==> src/rtl/ctm_pkg.sv <==
`timescale 1ns / 1ps
`default_nettype none
// ----------------------------------------------------------------------------
// ctm_pkg
// Shared types, sizes, register codes and helpers for the color threshold
// mask block with square closing.
// ----------------------------------------------------------------------------
package ctm_pkg;

	// sizes
	localparam int MAX_WIDTH    = 2048;
	localparam int KSIZE        = 5;
	localparam int RADIUS       = KSIZE / 2;
	localparam int HEIGHT_LIMIT = 4096;
	localparam int COL_W        = $clog2(MAX_WIDTH);
	localparam int WID_W        = $clog2(MAX_WIDTH + 1);
	localparam int ROW_W        = $clog2(HEIGHT_LIMIT + 4 * KSIZE + 1);
	localparam int POS_W        = (WID_W > ROW_W) ? WID_W : ROW_W;
	localparam int POS_X        = POS_W + 1;
	localparam int LEAD_W       = $clog2(RADIUS * MAX_WIDTH + RADIUS + 1);

	// configuration port
	localparam int CFG_W = 13;
	localparam int IDX_W = 3;

	localparam logic [IDX_W-1:0] REG_BLUE_LOW     = 3'd0;
	localparam logic [IDX_W-1:0] REG_BLUE_HIGH    = 3'd1;
	localparam logic [IDX_W-1:0] REG_GREEN_LOW    = 3'd2;
	localparam logic [IDX_W-1:0] REG_GREEN_HIGH   = 3'd3;
	localparam logic [IDX_W-1:0] REG_RED_LOW      = 3'd4;
	localparam logic [IDX_W-1:0] REG_RED_HIGH     = 3'd5;
	localparam logic [IDX_W-1:0] REG_FRAME_WIDTH  = 3'd6;
	localparam logic [IDX_W-1:0] REG_FRAME_HEIGHT = 3'd7;

	localparam logic [7:0]  RST_BLUE_LOW     = 8'd0;
	localparam logic [7:0]  RST_BLUE_HIGH    = 8'd67;
	localparam logic [7:0]  RST_GREEN_LOW    = 8'd28;
	localparam logic [7:0]  RST_GREEN_HIGH   = 8'd125;
	localparam logic [7:0]  RST_RED_LOW      = 8'd105;
	localparam logic [7:0]  RST_RED_HIGH     = 8'd220;
	localparam logic [11:0] RST_FRAME_WIDTH  = 12'd640;
	localparam logic [12:0] RST_FRAME_HEIGHT = 13'd480;

	// channel payloads
	typedef struct packed {
		logic       command;
		logic [7:0] blue;
		logic [7:0] green;
		logic [7:0] red;
	} ctm_in_t;

	typedef struct packed {
		logic mask;
		logic frame_end;
	} ctm_out_t;

	// col: column of the stream item entering the line buffers
	// row_ok/col_ok: in-frame flags of the window rows/columns around the center
	typedef struct packed {
		logic [COL_W-1:0] col;
		logic [KSIZE-1:0] row_ok;
		logic [KSIZE-1:0] col_ok;
	} ctm_pos_t;

	// sideband carried through a window stage
	typedef struct packed {
		ctm_pos_t pos;
		logic     go;
		logic     emit;
		logic     last;
	} ctm_tag_t;

	typedef struct packed {
		logic     pix;
		ctm_pos_t pos;
		ctm_tag_t tag;
	} ctm_stage_in_t;

	typedef struct packed {
		logic     pix;
		ctm_tag_t tag;
	} ctm_stage_out_t;

	// bit i set when pos + (i - RADIUS) lies in [0, lim)
	function automatic logic [KSIZE-1:0] span_mask(input logic [POS_W-1:0] pos,
		input logic [POS_W-1:0] lim);
		logic [KSIZE-1:0] m;
		logic [POS_W:0]   hi;
		logic [POS_W:0]   cap;
		m = '0;
		for (int i = 0; i < KSIZE; i++) begin
			hi   = POS_X'(pos) + POS_X'((i >= RADIUS) ? (i - RADIUS) : 0);
			cap  = POS_X'(lim) + POS_X'((i < RADIUS) ? (RADIUS - i) : 0);
			m[i] = (pos >= POS_W'((i < RADIUS) ? (RADIUS - i) : 0)) && (hi < cap);
		end
		return m;
	endfunction

endpackage
`default_nettype wire

==> src/rtl/ctm_front.sv <==
`timescale 1ns / 1ps
`default_nettype none
// ----------------------------------------------------------------------------
// ctm_front
// Config registers, frame latch, stream position counters and the color
// threshold; registers one stage item per accepted pixel.
// ----------------------------------------------------------------------------
module ctm_front import ctm_pkg::*; (
	input  wire logic              clk,
	input  wire logic              arst_n,
	input  wire logic              run,
	input  wire logic              pix_accept,
	input  wire ctm_in_t           pix_item,
	input  wire logic              cfg_write,
	input  wire logic [IDX_W-1:0]  cfg_index,
	input  wire logic [CFG_W-1:0]  cfg_data,
	output logic                   valid_s1,
	output ctm_stage_in_t          data_s1
);

	logic [7:0]  blue_low_q, blue_high_q, green_low_q, green_high_q, red_low_q, red_high_q;
	logic [11:0] frame_width_q;
	logic [12:0] frame_height_q;

	logic              active_q;
	logic [WID_W-1:0]  cur_w_q;
	logic [ROW_W-1:0]  cur_h_q;
	logic [COL_W-1:0]  ic_q, pc_q, mc_q;
	logic [ROW_W-1:0]  ir_q, pr_q, mr_q;
	logic [LEAD_W-1:0] lead1_q, lead2_q;

	logic [WID_W-1:0]  w_new, w_e;
	logic [ROW_W-1:0]  h_new, h_e;
	logic [LEAD_W-1:0] lag, lead1_e, lead2_e;
	logic [COL_W-1:0]  ic_e, pc_e, mc_e;
	logic [ROW_W-1:0]  ir_e, pr_e, mr_e;
	logic              pv, mv, last, hit;
	logic              ic_wrap, pc_wrap, mc_wrap;
	ctm_stage_in_t     item_d;

	always_ff @(posedge clk or negedge arst_n) begin
		if (!arst_n) begin
			blue_low_q     <= RST_BLUE_LOW;
			blue_high_q    <= RST_BLUE_HIGH;
			green_low_q    <= RST_GREEN_LOW;
			green_high_q   <= RST_GREEN_HIGH;
			red_low_q      <= RST_RED_LOW;
			red_high_q     <= RST_RED_HIGH;
			frame_width_q  <= RST_FRAME_WIDTH;
			frame_height_q <= RST_FRAME_HEIGHT;
		end else if (cfg_write) begin
			unique case (cfg_index)
				REG_BLUE_LOW:     blue_low_q     <= cfg_data[7:0];
				REG_BLUE_HIGH:    blue_high_q    <= cfg_data[7:0];
				REG_GREEN_LOW:    green_low_q    <= cfg_data[7:0];
				REG_GREEN_HIGH:   green_high_q   <= cfg_data[7:0];
				REG_RED_LOW:      red_low_q      <= cfg_data[7:0];
				REG_RED_HIGH:     red_high_q     <= cfg_data[7:0];
				REG_FRAME_WIDTH:  frame_width_q  <= cfg_data[11:0];
				REG_FRAME_HEIGHT: frame_height_q <= cfg_data[12:0];
				default: ;
			endcase
		end
	end

	always_comb begin
		// clamp the frame size; it is taken over at the first item of a frame
		if (frame_width_q == '0)
			w_new = WID_W'(1);
		else if (16'(frame_width_q) > 16'(MAX_WIDTH))
			w_new = WID_W'(MAX_WIDTH);
		else
			w_new = WID_W'(frame_width_q);
		if (frame_height_q == '0)
			h_new = ROW_W'(1);
		else if (16'(frame_height_q) > 16'(HEIGHT_LIMIT))
			h_new = ROW_W'(HEIGHT_LIMIT);
		else
			h_new = ROW_W'(frame_height_q);

		w_e     = active_q ? cur_w_q : w_new;
		h_e     = active_q ? cur_h_q : h_new;
		lag     = LEAD_W'(RADIUS) * LEAD_W'(w_e) + LEAD_W'(RADIUS);
		lead1_e = active_q ? lead1_q : lag;
		lead2_e = active_q ? lead2_q : lag;
		ic_e    = active_q ? ic_q : '0;
		ir_e    = active_q ? ir_q : '0;
		pc_e    = active_q ? pc_q : '0;
		pr_e    = active_q ? pr_q : '0;
		mc_e    = active_q ? mc_q : '0;
		mr_e    = active_q ? mr_q : '0;

		// dilation center valid after one lag, erosion center after two
		pv   = (lead1_e == '0);
		mv   = pv && (lead2_e == '0);
		last = mv && (mr_e == h_e - ROW_W'(1)) && (WID_W'(mc_e) == w_e - WID_W'(1));

		ic_wrap = (WID_W'(ic_e) == w_e - WID_W'(1));
		pc_wrap = (WID_W'(pc_e) == w_e - WID_W'(1));
		mc_wrap = (WID_W'(mc_e) == w_e - WID_W'(1));

		// flush items and anything past the last row count as out of range
		hit = !pix_item.command && (ir_e < h_e) &&
			(pix_item.blue >= blue_low_q) && (pix_item.blue <= blue_high_q) &&
			(pix_item.green >= green_low_q) && (pix_item.green <= green_high_q) &&
			(pix_item.red >= red_low_q) && (pix_item.red <= red_high_q);

		item_d.pix            = hit;
		item_d.pos.col        = ic_e;
		item_d.pos.row_ok     = span_mask(POS_W'(pr_e), POS_W'(h_e));
		item_d.pos.col_ok     = span_mask(POS_W'(pc_e), POS_W'(w_e));
		item_d.tag.pos.col    = pc_e;
		item_d.tag.pos.row_ok = span_mask(POS_W'(mr_e), POS_W'(h_e));
		item_d.tag.pos.col_ok = span_mask(POS_W'(mc_e), POS_W'(w_e));
		item_d.tag.go         = pv;
		item_d.tag.emit       = mv;
		item_d.tag.last       = last;
	end

	always_ff @(posedge clk or negedge arst_n) begin
		if (!arst_n) begin
			active_q <= 1'b0;
			cur_w_q  <= WID_W'(1);
			cur_h_q  <= ROW_W'(1);
			ic_q     <= '0;
			ir_q     <= '0;
			pc_q     <= '0;
			pr_q     <= '0;
			mc_q     <= '0;
			mr_q     <= '0;
			lead1_q  <= '0;
			lead2_q  <= '0;
			valid_s1 <= 1'b0;
		end else if (run) begin
			valid_s1 <= pix_accept;
			if (pix_accept) begin
				active_q <= !last;
				cur_w_q  <= w_e;
				cur_h_q  <= h_e;
				ic_q     <= ic_wrap ? '0 : ic_e + COL_W'(1);
				ir_q     <= ic_wrap ? ir_e + ROW_W'(1) : ir_e;
				if (pv) begin
					pc_q <= pc_wrap ? '0 : pc_e + COL_W'(1);
					pr_q <= pc_wrap ? pr_e + ROW_W'(1) : pr_e;
				end else begin
					pc_q <= pc_e;
					pr_q <= pr_e;
				end
				if (mv) begin
					mc_q <= mc_wrap ? '0 : mc_e + COL_W'(1);
					mr_q <= mc_wrap ? mr_e + ROW_W'(1) : mr_e;
				end else begin
					mc_q <= mc_e;
					mr_q <= mr_e;
				end
				lead1_q <= pv ? lead1_e : lead1_e - LEAD_W'(1);
				lead2_q <= (pv && !mv) ? lead2_e - LEAD_W'(1) : lead2_e;
			end
		end
	end

	always_ff @(posedge clk) begin
		if (run && pix_accept)
			data_s1 <= item_d;
	end

	a_last_ends_frame: assert property (@(posedge clk) disable iff (!arst_n)
		(run && pix_accept && last) |=> !active_q)
		else $error("frame stays open after its last mask pixel");

	a_col_in_frame: assert property (@(posedge clk) disable iff (!arst_n)
		active_q |-> (WID_W'(ic_q) < cur_w_q))
		else $error("input column beyond frame width");

endmodule
`default_nettype wire

==> config.mk <==
export PLATFORM = sky130hd
export DESIGN_NAME = ctm_front
export DESIGN_NICKNAME = d
export VERILOG_FILES = /design/src/rtl/ctm_pkg.sv /design/src/rtl/ctm_front.sv
export SDC_FILE = /design/constraint.sdc
export NUM_CORES = 1
export LEC_CHECK = 0
export BUFFER_PORTS_ARGS = -buffer_cell sky130_fd_sc_hd__buf_2
export CAP_MARGIN = 25
export CORE_MARGIN = 1
export CORE_UTILIZATION = 60
export DETAILED_ROUTE_END_ITERATION = 10
export HOLD_SLACK_MARGIN = 0.15
export PLACE_DENSITY = 0.78
export SYNTH_ARGS = -nofsm -noshare
export SYNTH_HDL_FRONTEND = slang
export SYNTH_SLANG_ARGS = --single-unit
==> constraint.sdc <==
create_clock -name clk -period 7 [get_ports clk]
set_input_delay 1.75 -clock clk [delete_from_list [all_inputs] [get_ports clk]]
set_output_delay 1.75 -clock clk [all_outputs]
set_load 0.1 [all_outputs]
==> summary.md <==
| Metric | Value |
|---|---|
| FILL cells | `2859` |
| Multi-input gate area | `0.0146 mm²` |
| Hold crit path type | `register to register` |
| Htree depth | `1` |
| Syn nets | `2779` |
| # DRC | `3` |
| CTS root buf | `clkbuf_16` |
| Placed Cells | `2898` |
| Max cap viols | `0` |
| # diodes | `0` |
| RSZ-0062 raised after global routing | `no` |
| Number of synthesized register bits | `244` |
| Core area | `about 0.036 mm²` |
| Period minus WS final | `5.10 ns` |
| Antenna violations before repair | `4` |
| Gr usage total | `0.338` |
| Port buffer count | `slightly above 90` |
| Peak supply drop | `0.000254 V` |
| Number of global-route vias before repair | `18.8k` |
| Max-slew violations | `0` |
| Top cell type's share of synthesized area | `0.193` |
| Vias | `19.0k` |
| Routed Wire Length | `~63000 µm` |
| Crit Path Class | `register to register` |
| Power Density | `around 260 mW/mm²` |
| DR iter-0 viols | `1797` |
| Vias/cell | `6.43` |
| Worst Setup End Kind | `register` |
| Largest net degree at the start of global routing | `152` |
| Final TNS setup | `0 ns` |
| Worst Path Max Fanout | `151` |
| Yosys top cell by area | `dfrtp_1` |
| Drt pass-1 iters | `11` |
| Die H | `193 µm` |
| Static Leak | `10.7 nW` |
| Fraction of layout cells with a size suffix above 1 | `0.128` |
| Initial Util | `0.613` |
| Combinational power share | `0.448` |
| Later-pin clock latency in the skew report | `0.60 ns` |
| Post-Synthesis Cells | `2414` |
| Fmax | `around 200 MHz` |
| CTS Buf Count | `28` |
| Final setup margin | `1.90 ns` |
| Ys flop type | `dfrtp_1` |
| Placed cell area | `0.0227 mm²` |
| Flop2flop setup slack | `1.90 ns` |
| Worst-path clk slew | `0.07 ns` |
| Register area | `0.00638 mm²` |
| Worst Max-Slew Pin Slew | `1.07 ns` |
| Final Hold Fails | `0` |
| Clock Power Share | `0.243` |
| Top area cells in the synthesized netlist | `dfrtp_1 (19%), ha_1 (18%), edfxtp_1 (6.3%)` |
| Failing checks | `DRC` |
| Crit start category | `register` |
| Endpoints failing setup | `0` |
| Total global routing overflow | `0` |
| Switching pwr | `2.55 mW` |
| Synth async-reset ratio | `0.811` |
| Die area | `0.0374 mm²` |
| Final #Nets | `2832` |
| Die X | `193 µm` |
| Netlist Area Pre-Place | `approximately 0.022 mm²` |
| Final Cycle Share | `0.728` |
| P_int | `approximately 3.6 mW` |
| CP Cell Sequence | `buf_12 -> nand2_1 -> o21ai_1 -> inv_2 -> or3_1 -> or2_2 -> or4_1 -> xnor2_1 -> ha_1 -> a21o_1 -> a2111oi_0 -> o21ai_0 -> o211ai_1` |
| Avg WL per Cell | `roughly 22 µm` |
| CTS tree | `built` |
| Post-synth EDFFs | `46` |
| Row count | `a little under 70` |
| Worst Path Required | `7.40 ns` |
| Num Clock Sinks | `244` |
| Slew margin rel. | `0.287` |
| Post-route design area | `0.0237 mm²` |
| WP data arrival | `5.50 ns` |
| Synth warnings | `0` |
| Max Root-Sink Buffers | `3` |
| Fin cells | `between 2k and 3k` |
| Reg power frac | `0.309` |
| Num ports | `93` |
| Post-CTS Hold Fix Bufs | `0` |
| PostCTS Resize Cnt | `0` |
| Register area share after synthesis | `0.290` |
| Postcts setup bufs | `0` |
| CP peak stage delay | `0.84 ns` |
| Status | `complete, but fails checks` |
| Routed Antenna Nets | `0` |
| Dpl hpwl | `46500 µm` |
| Leading cell type in the layout, fill and taps excluded | `ha_1` |
| Routability cong. | `0.976` |
| Dpl ws | `2.11 ns` |
| Area grow syn2layout | `7.76%` |
| First-pass GRT wire length | `102000 µm` |
| Sw frac | `0.412` |
| Final Skew | `0.0470 ns` |
| Most frequent cells in the layout | `ha_1 (319), nand2_1 (253), dfrtp_1 (168)` |
| Synth cell types | `108` |
| Slowest CP cell | `dfrtp_4` |
| Avg Cell Area, Syn | `9.10 µm²` |
[worst paths after layout]
| path | start | end | cells past startpoint |
|---|---|---|---|
| min in group asynchronous | arst_n | pc_q[9] | 1 |
| min | lead1_q[11] | lead1_q[11] | 2 |
| max in group asynchronous | arst_n | frame_width_q[6] | 2 |
| max reg2reg | active_q | data_s1[29] | 13 |
| min reg2reg | lead1_q[11] | lead1_q[11] | 2 |
| max | active_q | data_s1[29] | 13 |
[state kept, by name, indices dropped and copies added, names as in the netlist, 13 cells and up]
| signal | flops |
|---|---|
| data_s1 | 46 |
| ir_q | 13 |
| mr_q | 13 |
| frame_height_q | 13 |
| pr_q | 13 |
| lead2_q | 13 |
| cur_h_q | 13 |
| lead1_q | 13 |
[per-stage QoR]
stage,hold WS [ns],util,total power [mW]
2_1_floorplan,0.441,-,3.91
3_3_place_gp,0.453,0.634,4.52
3_5_place_dp,0.468,0.634,4.63
4_1_cts,0.482,0.660,6.14
5_1_grt,0.493,0.660,6.55
6_report,0.477,0.660,6.18
[critical path, delay by kind of cell (launching register included)]
family	cells	cell delay (ns)
flops	1	0.84
fa+ha+maj	1	0.28
compound gates	5	1.36
buf+inv	2	0.87
xor+xnor	1	0.24
simple gates	4	1.26
[metal layers]
metal,vias to the layer above,GRT usage,part of all wire
met1,9139,0.465,0.43
met3,163,0.0594,0.085
li1,8822,-,-
met4,4,0.124,0.034
met5,-,0,0.00054
met2,834,0.535,0.45
[area by class of cell]
cell class	count	share of cell area
flip-flops and latches	244	0.269
repair buffers	115	0.0282
inverters	135	0.0216
clock inverters	12	0.00513
clock buffers	40	0.0345
well taps	461	0.0244
multi-input cells	1943	0.617
[Yosys cell counts (8+ instances only)]
cell type / instances
and2_1: 27
nor3b_1: 12
xnor3_1: 8
a21o_1: 47
dfstp_2: 29
o21a_1: 43
edfxtp_1: 46
nand4_1: 36
a31oi_1: 8
nor2b_1: 32
nor3_1: 50
nand2b_1: 48
a32o_1: 8
buf_4: 8
nand2_1: 254
mux2_2: 51
a221oi_1: 9
o21ai_1: 16
xor2_1: 35
nor2_1: 125
o21ai_0: 164
and4_1: 11
clkbuf_1: 49
nor4_1: 24
a211oi_1: 18
nand3_1: 74
xnor2_1: 147
o22ai_1: 9
buf_6: 8
mux2i_1: 27
and3_1: 28
or3_1: 11
o31ai_1: 11
inv_1: 127
ha_1: 319
a22o_1: 34
dfrtp_1: 169
buf_2: 17
o211ai_1: 9
a21oi_1: 101
[power by group through the flow]
| stage | combinational (mW) | sequential [mW] | clock [mW] |
|---|---|---|---|
| 2_1_floorplan | 1.95 | 1.97 | 0 |
| 3_3_place_gp | 2.60 | 1.92 | 0 |
| 3_5_place_dp | 2.70 | 1.93 | 0 |
| 4_1_cts | 2.72 | 1.90 | 1.52 |
| 5_1_grt | 3.04 | 1.93 | 1.57 |
| 6_report | 2.77 | 1.91 | 1.50 |
[cells by family (layout without fill, tap and decap cells)]
group | Yosys count | in the layout | synth area share
AND/OR/NAND/NOR | 801 | 801 | 0.192
multiplexers | 79 | 79 | 0.0391
flip-flops | 244 | 244 | 0.290
buffers and inverters | 227 | 302 | 0.0458
XOR/XNOR | 193 | 193 | 0.0830
AO/OA/AOI/OAI | 547 | 547 | 0.166
adder cells (fa/ha/maj) | 323 | 323 | 0.184
Power figures use the tool's default switching activity.
