File: src/rtl/ctm_pkg.sv
`timescale 1ns / 1ps
`default_nettype none
// ----------------------------------------------------------------------------
// ctm_pkg
// Shared types, sizes, register codes and helpers for the color threshold
// mask block with square closing.
// ----------------------------------------------------------------------------
package ctm_pkg;

	// sizes
	localparam int MAX_WIDTH    = 2048;
	localparam int KSIZE        = 5;
	localparam int RADIUS       = KSIZE / 2;
	localparam int HEIGHT_LIMIT = 4096;
	localparam int COL_W        = $clog2(MAX_WIDTH);
	localparam int WID_W        = $clog2(MAX_WIDTH + 1);
	localparam int ROW_W        = $clog2(HEIGHT_LIMIT + 4 * KSIZE + 1);
	localparam int POS_W        = (WID_W > ROW_W) ? WID_W : ROW_W;
	localparam int POS_X        = POS_W + 1;
	localparam int LEAD_W       = $clog2(RADIUS * MAX_WIDTH + RADIUS + 1);

	// configuration port
	localparam int CFG_W = 13;
	localparam int IDX_W = 3;

	localparam logic [IDX_W-1:0] REG_BLUE_LOW     = 3'd0;
	localparam logic [IDX_W-1:0] REG_BLUE_HIGH    = 3'd1;
	localparam logic [IDX_W-1:0] REG_GREEN_LOW    = 3'd2;
	localparam logic [IDX_W-1:0] REG_GREEN_HIGH   = 3'd3;
	localparam logic [IDX_W-1:0] REG_RED_LOW      = 3'd4;
	localparam logic [IDX_W-1:0] REG_RED_HIGH     = 3'd5;
	localparam logic [IDX_W-1:0] REG_FRAME_WIDTH  = 3'd6;
	localparam logic [IDX_W-1:0] REG_FRAME_HEIGHT = 3'd7;

	localparam logic [7:0]  RST_BLUE_LOW     = 8'd0;
	localparam logic [7:0]  RST_BLUE_HIGH    = 8'd67;
	localparam logic [7:0]  RST_GREEN_LOW    = 8'd28;
	localparam logic [7:0]  RST_GREEN_HIGH   = 8'd125;
	localparam logic [7:0]  RST_RED_LOW      = 8'd105;
	localparam logic [7:0]  RST_RED_HIGH     = 8'd220;
	localparam logic [11:0] RST_FRAME_WIDTH  = 12'd640;
	localparam logic [12:0] RST_FRAME_HEIGHT = 13'd480;

	// channel payloads
	typedef struct packed {
		logic       command;
		logic [7:0] blue;
		logic [7:0] green;
		logic [7:0] red;
	} ctm_in_t;

	typedef struct packed {
		logic mask;
		logic frame_end;
	} ctm_out_t;

	// col: column of the stream item entering the line buffers
	// row_ok/col_ok: in-frame flags of the window rows/columns around the center
	typedef struct packed {
		logic [COL_W-1:0] col;
		logic [KSIZE-1:0] row_ok;
		logic [KSIZE-1:0] col_ok;
	} ctm_pos_t;

	// sideband carried through a window stage
	typedef struct packed {
		ctm_pos_t pos;
		logic     go;
		logic     emit;
		logic     last;
	} ctm_tag_t;

	typedef struct packed {
		logic     pix;
		ctm_pos_t pos;
		ctm_tag_t tag;
	} ctm_stage_in_t;

	typedef struct packed {
		logic     pix;
		ctm_tag_t tag;
	} ctm_stage_out_t;

	// bit i set when pos + (i - RADIUS) lies in [0, lim)
	function automatic logic [KSIZE-1:0] span_mask(input logic [POS_W-1:0] pos,
		input logic [POS_W-1:0] lim);
		logic [KSIZE-1:0] m;
		logic [POS_W:0]   hi;
		logic [POS_W:0]   cap;
		m = '0;
		for (int i = 0; i < KSIZE; i++) begin
			hi   = POS_X'(pos) + POS_X'((i >= RADIUS) ? (i - RADIUS) : 0);
			cap  = POS_X'(lim) + POS_X'((i < RADIUS) ? (RADIUS - i) : 0);
			m[i] = (pos >= POS_W'((i < RADIUS) ? (RADIUS - i) : 0)) && (hi < cap);
		end
		return m;
	endfunction

endpackage
`default_nettype wire

File: src/rtl/ctm_out.sv
`timescale 1ns / 1ps
`default_nettype none
// ----------------------------------------------------------------------------
// ctm_out
// Output register with a one-item skid; freezes the pipeline only when the
// skid is occupied.
// ----------------------------------------------------------------------------
module ctm_out import ctm_pkg::*; (
	input  wire logic     clk,
	input  wire logic     arst_n,
	input  wire logic     res_valid,
	input  wire ctm_out_t res_item,
	output logic          run,
	output logic          mask_valid,
	input  wire logic     mask_stall,
	output ctm_out_t      mask_item
);

	logic     mask_valid_q, skid_valid_q;
	ctm_out_t mask_item_q, skid_item_q;
	logic     take;

	assign take = mask_valid_q && !mask_stall;
	assign run  = !skid_valid_q;

	always_ff @(posedge clk or negedge arst_n) begin
		if (!arst_n) begin
			mask_valid_q <= 1'b0;
			skid_valid_q <= 1'b0;
		end else begin
			priority if (run && res_valid) begin
				if (!mask_valid_q || take)
					mask_valid_q <= 1'b1;
				else
					skid_valid_q <= 1'b1;
			end else if (take) begin
				if (skid_valid_q)
					skid_valid_q <= 1'b0;
				else
					mask_valid_q <= 1'b0;
			end
		end
	end

	always_ff @(posedge clk) begin
		priority if (run && res_valid) begin
			if (!mask_valid_q || take)
				mask_item_q <= res_item;
			else
				skid_item_q <= res_item;
		end else if (take && skid_valid_q) begin
			mask_item_q <= skid_item_q;
		end
	end

	assign mask_valid = mask_valid_q;
	assign mask_item  = mask_item_q;

	a_skid_behind_out: assert property (@(posedge clk) disable iff (!arst_n)
		skid_valid_q |-> mask_valid_q)
		else $error("skid holds an item while the output register is empty");

endmodule
`default_nettype wire

File: config.mk
export PLATFORM = sky130hd
export DESIGN_NAME = ctm_out
export DESIGN_NICKNAME = d
export VERILOG_FILES = /design/src/rtl/ctm_pkg.sv /design/src/rtl/ctm_out.sv
export SDC_FILE = /design/constraint.sdc
export NUM_CORES = 1
export LEC_CHECK = 0
export ABC_AREA = 1
export BUFFER_PORTS_ARGS = -buffer_cell sky130_fd_sc_hd__buf_4
export CAP_MARGIN = 20
export CORE_AREA = 2 2 39 41
export DETAILED_ROUTE_END_ITERATION = 8
export DIE_AREA = 0 0 41 43
export MAX_ROUTING_LAYER = met4
export SYNTH_ARGS = -nofsm -noshare
export SYNTH_HDL_FRONTEND = slang
export SYNTH_SLANG_ARGS = --single-unit
File: constraint.sdc
create_clock -name clk -period 2.5 [get_ports clk]
set_clock_uncertainty 0.2 [all_clocks]
set_input_delay 0.75 -clock clk [delete_from_list [all_inputs] [get_ports clk]]
set_output_delay 0.75 -clock clk [all_outputs]
set_load 0.02 [all_outputs]
==> implementation parameters, run 1 <==
Parameter                              Value

Finish
  Filler cell count in the final layout ... 151
  Net count, final ... 47
  ANT cells ... 0
  Synthesis-to-layout area growth ... 44.4%
  Count of placed standard cells in the final layout, fillers left out ... 56
  Final design area excluding fillers ... 370 µm²
  Proportion of layout cells with a drive suffix above 1 ... 37.5%

Route
  Routed vias ... 205
  Routed Wire Length ... 403 µm
  Vias per Instance ... 3.66
  Number of nets with antenna violations after detailed routing ... 0
  Remaining DRCs ... 0
  Detailed-routing iteration count for the pre-antenna-repair pass ... 3
  Initial DRC count ... 7
  Mean routed wirelength per cell ... 7.20 µm

Placed design
  Post-DP HPWL ... 331 µm
  Routability congestion estimate from global placement ... 0.741
  Total instance count after detailed placement ... 52
  Number of I/O port buffers ... 9
  Post-Place Cell Area ... 344 µm²

Timing
  Final period util ... 72.3%
  Total negative setup slack ... 0 ps
  RSZ-0062 raised after global routing ... no
  Relative slew margins ... 86.4%
  Worst Max-Slew Pin Slew ... 203 ps
  Achievable Freq ... 553 MHz
  Final hold violation count ... 0
  Fin. max-slew vios ... 0
  Final min period ... 1810 ps
  Final Setup Violations ... 0
  Smallest hold slack ... 88.7 ps

Global route
  Global Route Usage Sum ... 5.82%
  Most Crowded Layer GR ... met1
  Wire length of the first global-routing pass ... 593 µm
  Largest net degree at the start of global routing ... 5
  Global-route track usage on met2 ... 5.63%
  Met3 global-route usage ... 4.71%
  Met1 GRT Util ... 6.62%
  Initial antenna violation count ... 0
  GR Overflow Total ... 0
  Via count of the first global-routing pass ... 159

Floorplanning
  Vertical extent of the die ... 43 µm
  Core Region ... 1380 µm²
  Standard-cell rows ... 14
  Count of pins on the block boundary ... 10
  Floorplan die width ... 41 µm
  Initial standard-cell utilization of the core ... 18.5%
  DIE AREA ... 1760 µm²

Power
  Switching pwr ... 0.136 mW
  Net switching fraction of the power ... 34.3%
  Cell-internal power ... 0.261 mW
  Part of the power in the clock network ... 23.9%
  Combinational cell fraction of total power ... 35.0%
  Total Power ... 0.397 mW
  Leakage dissipation ... 0.191 nW
  Sequential share of power ... 41.1%
  Pwr per Cell Area ... 1070 nW/µm²
  Worst ir drop on vdd ... 0.388 mV

Worst setup path
  Critical Path AT ... 860 ps
  Category of the most critical setup path ... flip-flop to output port
  Type of destination of the critical path ... output port
  Critical path startpoint category ... flip-flop
  Worst Path Required ... 1550 ps
  CP Max Fanout ... 4

Synthesis
  Distinct cell type count of the synthesized netlist ... 9
  Fraction of the yosys area taken by sequential cells ... 66.3%
  Count of synthesis-stage warnings from yosys ... 0
  Net count of the mapped netlist ... 33
  Average size of a mapped cell ... 9.50 µm²
  Number of flip-flops and latches in the synthesized netlist ... 6
  Synth Instances ... 27
  Cell area after synthesis ... 256 µm²

Clocking
  Post-CTS Setup Repair Bufs ... 0
  Clock network latency to the later pin of the worst-skew pair ... 250 ps
  Max Buffers Root-to-Sink ... 2
  Number of buffers inserted during clock tree synthesis ... 3
  Cts-stage hold buffer count ... 0
  Number of clock sinks seen by CTS ... 6
  CTS tree ... yes
  Clock edge transition at the registers on the reported setup and hold paths ... 40 ps
  Number of instances resized during post-cts repair ... 0
  Deepest level of the CTS H-tree ... 1
  CTS Root Cell ... clkbuf_4

Worst hold path
  Worst hold path class ... primary input to async pin

Run status
  Outcome ... finished, final reports clean

Run
  Max-cap check violation count ... 0
## power by group through the flow
stage	Sequential, mW	Combinational, mW	Clock (mW)
floorplan	0.189	0.0591	0
global placement	0.165	0.140	0
detailed placement	0.165	0.141	0
CTS	0.163	0.142	0.101
global route	0.166	0.154	0.109
finish	0.163	0.139	0.0950
## state kept, by name (all words and copies together), names as in the netlist
| name | count |
|---|---|
| mask_item | 2 |
| skid_item_q | 2 |
| mask_valid | 1 |
| skid_valid_q | 1 |
## placed cells by master, fill, tap and decap left out
cell and n:
inv_1 4, nand2_2 1, nand3_1 1, nor2_2 1
clkbuf_4 3, dfrtp_1 2, clkbuf_1 1, inv_2 1
buf_4 9, nand2_1 12, edfxtp_1 4, a21oi_1 1
## critical path, stage by stage, from the launching register on
cell and delay, ps:
dfrtp_1 410, inv_2 80, buf_4 130
## logic make-up (layout without fill, tap and decap cells)
kind of cell	after synthesis	in the layout	synth area share, %
flip-flops	6	6	66.3
AO/OA/AOI/OAI	1	1	1.95
buffers and inverters	5	18	7.31
AND/OR/NAND/NOR	15	15	24.4
## through the flow
stage	worst slack, ps	util (%)
2_1_floorplan	968	-
3_3_place_gp	816	24.9
3_5_place_dp	812	24.9
4_1_cts	677	26.8
5_1_grt	644	26.8
6_report	693	26.8
## layout make-up
class,count,area (µm²),share of cell area (%)
well taps,16,20.0,5.41
clock buffers,4,26.3,7.09
multi-input cells,16,67.6,18.2
inverters,5,18.8,5.07
repair buffers,9,67.6,18.2
flip-flops and latches,6,170,45.9
## layer usage
layer  part of all wire, %  routed length (µm)
met4                  0.99                   4
met1                    46                 184
met5                     0                   0
met3                    14                  56
met2                    39                 157
## cell usage after synthesis, drive strengths merged
master | instances | area share, %
inv | 5 | 7.3
nand3 | 1 | 1.9
edfxtp | 4 | 47
dfrtp | 2 | 20
a21oi | 1 | 1.9
nand2 | 13 | 20
nor2 | 1 | 2.4
## path summary, 6_finish.rpt
kind | start | cells after the start | to | slack (ps)
setup / recovery | skid_valid_q | 2 | run | 690
hold reg to reg | skid_item_q[0] | 2 | mask_item[0] | 300
min in group clk | skid_item_q[0] | 2 | mask_item[0] | 300
setup reg to reg | skid_valid_q | 3 | mask_item[1] | 1250
max in group asynchronous | arst_n | 1 | skid_valid_q | 1920
hold / removal | arst_n | 1 | mask_valid | 90
(Power assumes the default switching activity.)
==> run 2, diff against run 1 <==
clock period = 1.75 ns   (was 2.5 ns; I/O delays follow)
==> implementation parameters, run 2 (same netlist as run 1, synthesis figures left out) <==
Parameter                              Value

Global route
  Via count of the first global-routing pass ... 180 (was 159)
  Met3 global-route usage ... 6.28% (was 4.71%)
  Wire length of the first global-routing pass ... 690 µm (was 593 µm)
  Initial antenna violation count ... 0 (unchanged)
  Global-route track usage on met2 ... 5.94% (was 5.63%)
  GR Overflow Total ... 0 (unchanged)
  Global Route Usage Sum ... 6.85% (was 5.82%)
  Most Crowded Layer GR ... met1 (unchanged)
  Met1 GRT Util ... 8.61% (was 6.62%)
  Largest net degree at the start of global routing ... 5 (unchanged)

Clocking
  Cts-stage hold buffer count ... 1 (was 0)
  Max Buffers Root-to-Sink ... 2 (unchanged)
  Number of instances resized during post-cts repair ... 0 (unchanged)
  Clock network latency to the later pin of the worst-skew pair ... 250 ps (about the same)
  Clock edge transition at the registers on the reported setup and hold paths ... 50 ps (was 40 ps)
  Post-CTS Setup Repair Bufs ... 0 (unchanged)
  Deepest level of the CTS H-tree ... 1 (unchanged)
  Number of clock sinks seen by CTS ... 6 (unchanged)
  CTS tree ... yes (unchanged)
  CTS Root Cell ... clkbuf_4 (unchanged)
  Number of buffers inserted during clock tree synthesis ... 3 (unchanged)

Worst hold path
  Worst hold path cell count ... 1
  Origin of the worst min-delay path ... res_item[0]
  Worst hold path class ... primary input to flip-flop (was primary input to async pin)
  Hold worst-path end ... skid_item_q[0]

Worst setup path
  Worst Path Required ... 1020 ps (was 1550 ps)
  Largest incremental delay on the critical path ... 410 ps (about the same)
  Worst Reg-to-Reg Cells ... 3 (unchanged)
  Cell at the slowest stage of the critical path ... dfrtp_1 (unchanged)
  Slack of the worst reg-to-reg path ... 490 ps (was 1250 ps)
  Critical path startpoint category ... flip-flop (unchanged)
  Category of the most critical setup path ... flip-flop to output port (unchanged)
  Endpoint of the worst-slack reg-to-reg timing path ... mask_item[0] (was mask_item[1])
  Beginning of the worst register-to-register path ... skid_valid_q (unchanged)
  CP Max Fanout ... 4 (unchanged)
  Type of destination of the critical path ... output port (unchanged)
  Cell breakdown of the critical path ... inv_2, buf_4 (unchanged)
  Critical Path AT ... 860 ps (about the same)

Route
  Vias per Instance ... 3.44 (was 3.66)
  Mean routed wirelength per cell ... 7.02 µm (was 7.20 µm)
  Routed vias ... 196 (was 205)
  Remaining DRCs ... 0 (unchanged)
  Initial DRC count ... 4 (was 7)
  Number of nets with antenna violations after detailed routing ... 0 (unchanged)
  Detailed-routing iteration count for the pre-antenna-repair pass ... 2 (was 3)
  Routed Wire Length ... 400 µm (was 403 µm)

Finish
  Multi-input gate area ... 67.6 µm² (unchanged)
  Filler cell count in the final layout ... 154 (was 151)
  Flip-flop and latch area ... 170 µm² (unchanged)
  Proportion of layout cells with a drive suffix above 1 ... 36.6% (was 37.5%)
  ANT cells ... 0 (unchanged)
  Net count, final ... 48 (was 47)
  Commonest cells after routing, fill and taps aside ... 12 x nand2_1, 9 x buf_4, 4 x inv_1, 4 x edfxtp_1, 3 x clkbuf_4 (unchanged)
  Most common cell after layout, fill and taps aside ... nand2_1 (unchanged)
  Synthesis-to-layout area growth ... 48.3% (was 44.4%)

Floorplanning
  Standard-cell rows ... 14 (unchanged)
  Count of pins on the block boundary ... 10 (unchanged)
  Floorplan die width ... 41 µm (unchanged)
  Initial standard-cell utilization of the core ... 18.5% (unchanged)
  Core Region ... 1380 µm² (unchanged)
  Vertical extent of the die ... 43 µm (unchanged)
  DIE AREA ... 1760 µm² (unchanged)

Run
  Max-cap check violation count ... 0 (unchanged)

Power
  Total Power ... 0.569 mW (was 0.397 mW)
  Worst ir drop on vdd ... 0.533 mV (was 0.388 mV)
  Pwr per Cell Area ... 1500 nW/µm² (was 1070 nW/µm²)
  Leakage dissipation ... 0.195 nW (was 0.191 nW)

Timing
  Final hold violation count ... 0 (unchanged)
  Fin. max-slew vios ... 0 (unchanged)
  Final period util ... 90.5%
  Final min period ... 1580 ps
  Relative slew margins ... 85.8% (was 86.4%)
  Worst Max-Slew Pin Slew ... 214 ps (was 203 ps)
  Worst Setup Slack, final ... 166 ps (was 693 ps)
  RSZ-0062 raised after global routing ... no (unchanged)
  Final Setup Violations ... 0 (unchanged)
  Achievable Freq ... 631 MHz
  Total negative setup slack ... 0 ps (unchanged)

Placed design
  Pre-CTS setup slack ... 272 ps (was 812 ps)
  Routability congestion estimate from global placement ... 0.678 (was 0.741)
  Post-DP HPWL ... 326 µm (was 331 µm)
  Number of I/O port buffers ... 9 (unchanged)

Run status
  Outcome ... finished, final reports clean (unchanged)
[run 2: area by class of cell]
class | count | area share [%]
sequential | 6 | 44.7
timing repair buffer | 10 | 20.4
multi-input combinational | 16 | 17.8
clock buffer | 4 | 6.91
tap | 16 | 5.26
inverter | 5 | 4.93
[run 2: how the worst max path moves through the flow]
stage | from | to | slack (ps) | depth (start not counted)
after floorplan | mask_stall | mask_item[0] | 440 | 3
after global placement | mask_stall | mask_item[0] | 280 | 4
after detailed placement | mask_stall | mask_item[0] | 270 | 4
after CTS | skid_valid_q | run | 150 | 2
after global routing | skid_valid_q | run | 110 | 2
final | skid_valid_q | run | 170 | 2
[run 2: worst max-delay path: cells and delay by family (launching register included)]
kind | cells | cell delay (ps)
buffers and inverters | 2 | 210
DFF | 1 | 410
[run 2: where the power goes]
group | internal, mW | total (mW) | switching, mW
Combinational | 0.0828 | 0.199 | 0.116
Sequential | 0.205 | 0.232 | 0.0275
Clock | 0.0864 | 0.138 | 0.0516
Total | 0.374 | 0.569 | 0.195
[run 2: per-stage QoR]
stage                     hold slack [ps]  area (µm²)  utilization [%]  instances
after detailed placement              110         344             24.9         52
after CTS                             257         380             27.5         57
after global routing                  247         380             27.5         57
after global placement                109         344             24.9         52
after floorplan                      29.4         256                -         27
final                                 263         380             27.5         57
[run 2: per-layer routing]
layer	vias to the layer above	routed length, µm
met2	10	149
met1	74	196
met3	2	51
li1	110	-
met4	0	4
met5	-	0
==> run 3, diff against run 2 <==
RECOVER_POWER = 25   (was unset)
==> implementation parameters, run 3 (same netlist as run 1, synthesis figures left out) <==
Parameter                              Value

Run status
  Outcome ... finished, final reports clean (unchanged)

Finish
  Post-Route Utilization ... 27.2% (was 27.5%)
  ANT cells ... 0 (unchanged)
  Commonest cells after routing, fill and taps aside ... 12 x nand2_1, 6 x buf_4, 5 x clkbuf_4 (was 12 x nand2_1, 9 x buf_4, 4 x inv_1, 4 x edfxtp_1, 3 x clkbuf_4)
  Multi-input gate area ... 67.6 µm² (unchanged)
  Flip-flop and latch area ... 170 µm² (unchanged)
  Filler cell count in the final layout ... 156 (was 154)
  Net count, final ... 48 (unchanged)
  Most common cell after layout, fill and taps aside ... nand2_1 (unchanged)
  Synthesis-to-layout area growth ... 46.8% (was 48.3%)
  Proportion of layout cells with a drive suffix above 1 ... 34.1% (was 36.6%)

Worst setup path
  Beginning of the worst register-to-register path ... skid_valid_q (unchanged)
  Cell at the slowest stage of the critical path ... dfrtp_1 (unchanged)
  CP Max Fanout ... 4 (unchanged)
  Critical Path AT ... 860 ps (about the same)
  Critical path startpoint category ... flip-flop (unchanged)
  Cell breakdown of the critical path ... inv_2, buf_4 (unchanged)
  Largest incremental delay on the critical path ... 410 ps (about the same)
  Launching instance or port of the critical path ... skid_valid_q (unchanged)
  Bufs and invs on worst path ... 2 (unchanged)
  Type of destination of the critical path ... output port (unchanged)
  Category of the most critical setup path ... flip-flop to output port (unchanged)
  Slack of the worst reg-to-reg path ... 490 ps (about the same)
  Worst Path Required ... 1020 ps (about the same)
  Category of cells accounting for the largest share of critical-path delay ... flip-flops (unchanged)

Global route
  Initial antenna violation count ... 0 (unchanged)
  Global Route Usage Sum ... 6.85% (unchanged)
  Largest net degree at the start of global routing ... 5 (unchanged)
  Wire length of the first global-routing pass ... 690 µm (unchanged)
  GR Overflow Total ... 0 (unchanged)
  Via count of the first global-routing pass ... 180 (unchanged)

Timing
  Total negative setup slack ... 0 ps (unchanged)
  Achievable Freq ... 631 MHz (about the same)
  Final min period ... 1580 ps (about the same)
  Final period util ... 90.5% (about the same)
  Final hold violation count ... 0 (unchanged)
  Worst Setup Slack, final ... 166 ps (about the same)
  Final Setup Violations ... 0 (unchanged)
  Relative slew margins ... 85.8% (unchanged)
  Fin. max-slew vios ... 0 (unchanged)
  RSZ-0062 raised after global routing ... no (unchanged)
  Worst Max-Slew Pin Slew ... 214 ps (unchanged)

Route
  Detailed-routing iteration count for the pre-antenna-repair pass ... 2 (unchanged)
  Mean routed wirelength per cell ... 7.00 µm (was 7.02 µm)
  Routed vias ... 196 (unchanged)
  Number of nets with antenna violations after detailed routing ... 0 (unchanged)
  Initial DRC count ... 4 (unchanged)
  Routed Wire Length ... 399 µm (was 400 µm)
  Remaining DRCs ... 0 (unchanged)
  Vias per Instance ... 3.44 (unchanged)

Clocking
  Deepest level of the CTS H-tree ... 1 (unchanged)
  Clock network latency to the later pin of the worst-skew pair ... 250 ps (about the same)
  CTS Root Cell ... clkbuf_4 (unchanged)
  Number of buffers inserted during clock tree synthesis ... 3 (unchanged)
  CTS tree ... yes (unchanged)
  Max Buffers Root-to-Sink ... 2 (unchanged)
  Number of clock sinks seen by CTS ... 6 (unchanged)
  Post-CTS Setup Repair Bufs ... 0 (unchanged)
  Clock edge transition at the registers on the reported setup and hold paths ... 50 ps (about the same)

Power
  Leakage dissipation ... 0.191 nW (was 0.195 nW)
  Net switching fraction of the power ... 34.3% (about the same)
  Combinational cell fraction of total power ... 34.8% (was 34.9%)
  Cell-internal power ... 0.373 mW (was 0.374 mW)
  Worst ir drop on vdd ... 0.534 mV (was 0.533 mV)
  Sequential share of power ... 40.9% (was 40.8%)
  Switching pwr ... 0.195 mW (about the same)
  Pwr per Cell Area ... 1510 nW/µm² (was 1500 nW/µm²)
  Part of the power in the clock network ... 24.3% (about the same)

Floorplanning
  DIE AREA ... 1760 µm² (unchanged)
  Core Region ... 1380 µm² (unchanged)
  Standard-cell rows ... 14 (unchanged)
  Vertical extent of the die ... 43 µm (unchanged)
  Count of pins on the block boundary ... 10 (unchanged)
  Floorplan die width ... 41 µm (unchanged)
  Initial standard-cell utilization of the core ... 18.5% (unchanged)

Placed design
  Routability congestion estimate from global placement ... 0.678 (unchanged)
  Number of I/O port buffers ... 9 (unchanged)
  Post-DP HPWL ... 326 µm (unchanged)
  Pre-CTS setup slack ... 272 ps (unchanged)

Worst hold path
  Origin of the worst min-delay path ... res_item[0] (unchanged)
  Worst hold path class ... primary input to flip-flop (unchanged)

Run
  Max-cap check violation count ... 0 (unchanged)
## run 3: cell count changes in the layout (fill, tap and decap cells not counted)
cell      delta
clkbuf_4     +2
buf_4        -3
clkbuf_1     +1
## run 3: worst paths after layout
| check | to | cells after the start |
|---|---|---|
| worst max-delay path | run | 2 |
| worst min-delay path | skid_item_q[0] | 1 |
| worst max register to register | mask_item[0] | 3 |
| worst min register to register | mask_item[1] | 2 |
| max in group asynchronous | skid_valid_q | 2 |
| min in group asynchronous | mask_valid | 2 |
## run 3: stage by stage
step | power (mW) | hold WS (ps) | cell area, µm² | std cells
global placement | 0.436 | 109 | 344 | 52
CTS | 0.581 | 257 | 380 | 57
global route | 0.620 | 272 | 377 | 57
detailed placement | 0.436 | 110 | 344 | 52
finish | 0.568 | 287 | 377 | 57
floorplan | 0.354 | 29.4 | 256 | 27
## run 3: per-layer routing
metal / vias to the layer above / part of all wire, % / global-route usage, %
met5: - / 0 / -
met4: 0 / 1.0 / 6.00
met3: 2 / 13 / 6.28
met2: 10 / 37 / 5.94
met1: 74 / 48 / 8.61
li1: 110 / - / -
## run 3: area by class of cell
cell class	instances	area share [%]
inverters	5	4.98
clock buffers	4	6.98
well taps	16	5.32
repair buffers	10	19.6
flip-flops and latches	6	45.2
multi-input cells	16	17.9
## run 3: worst reg2reg max path, cell delays in order, from the launching register on
cell     delay [ps]
dfrtp_1         410
inv_2            80
nand2_2          70
a21oi_1         210
## run 3: power by group through the flow
| stage | clock network [mW] | logic (mW) | registers (mW) |
|---|---|---|---|
| 2_1_floorplan | 0 | 0.0845 | 0.269 |
| 3_3_place_gp | 0 | 0.200 | 0.235 |
| 3_5_place_dp | 0 | 0.201 | 0.235 |
| 4_1_cts | 0.145 | 0.203 | 0.233 |
| 5_1_grt | 0.158 | 0.224 | 0.238 |
| 6_report | 0.138 | 0.197 | 0.232 |
## run 3: timing repair
action / 4_1_cts / 5_1_grt
gates resized for setup: 0 / 0
endpoints found under the hold margin: 2 / 0
hold buffers: 1 / 0
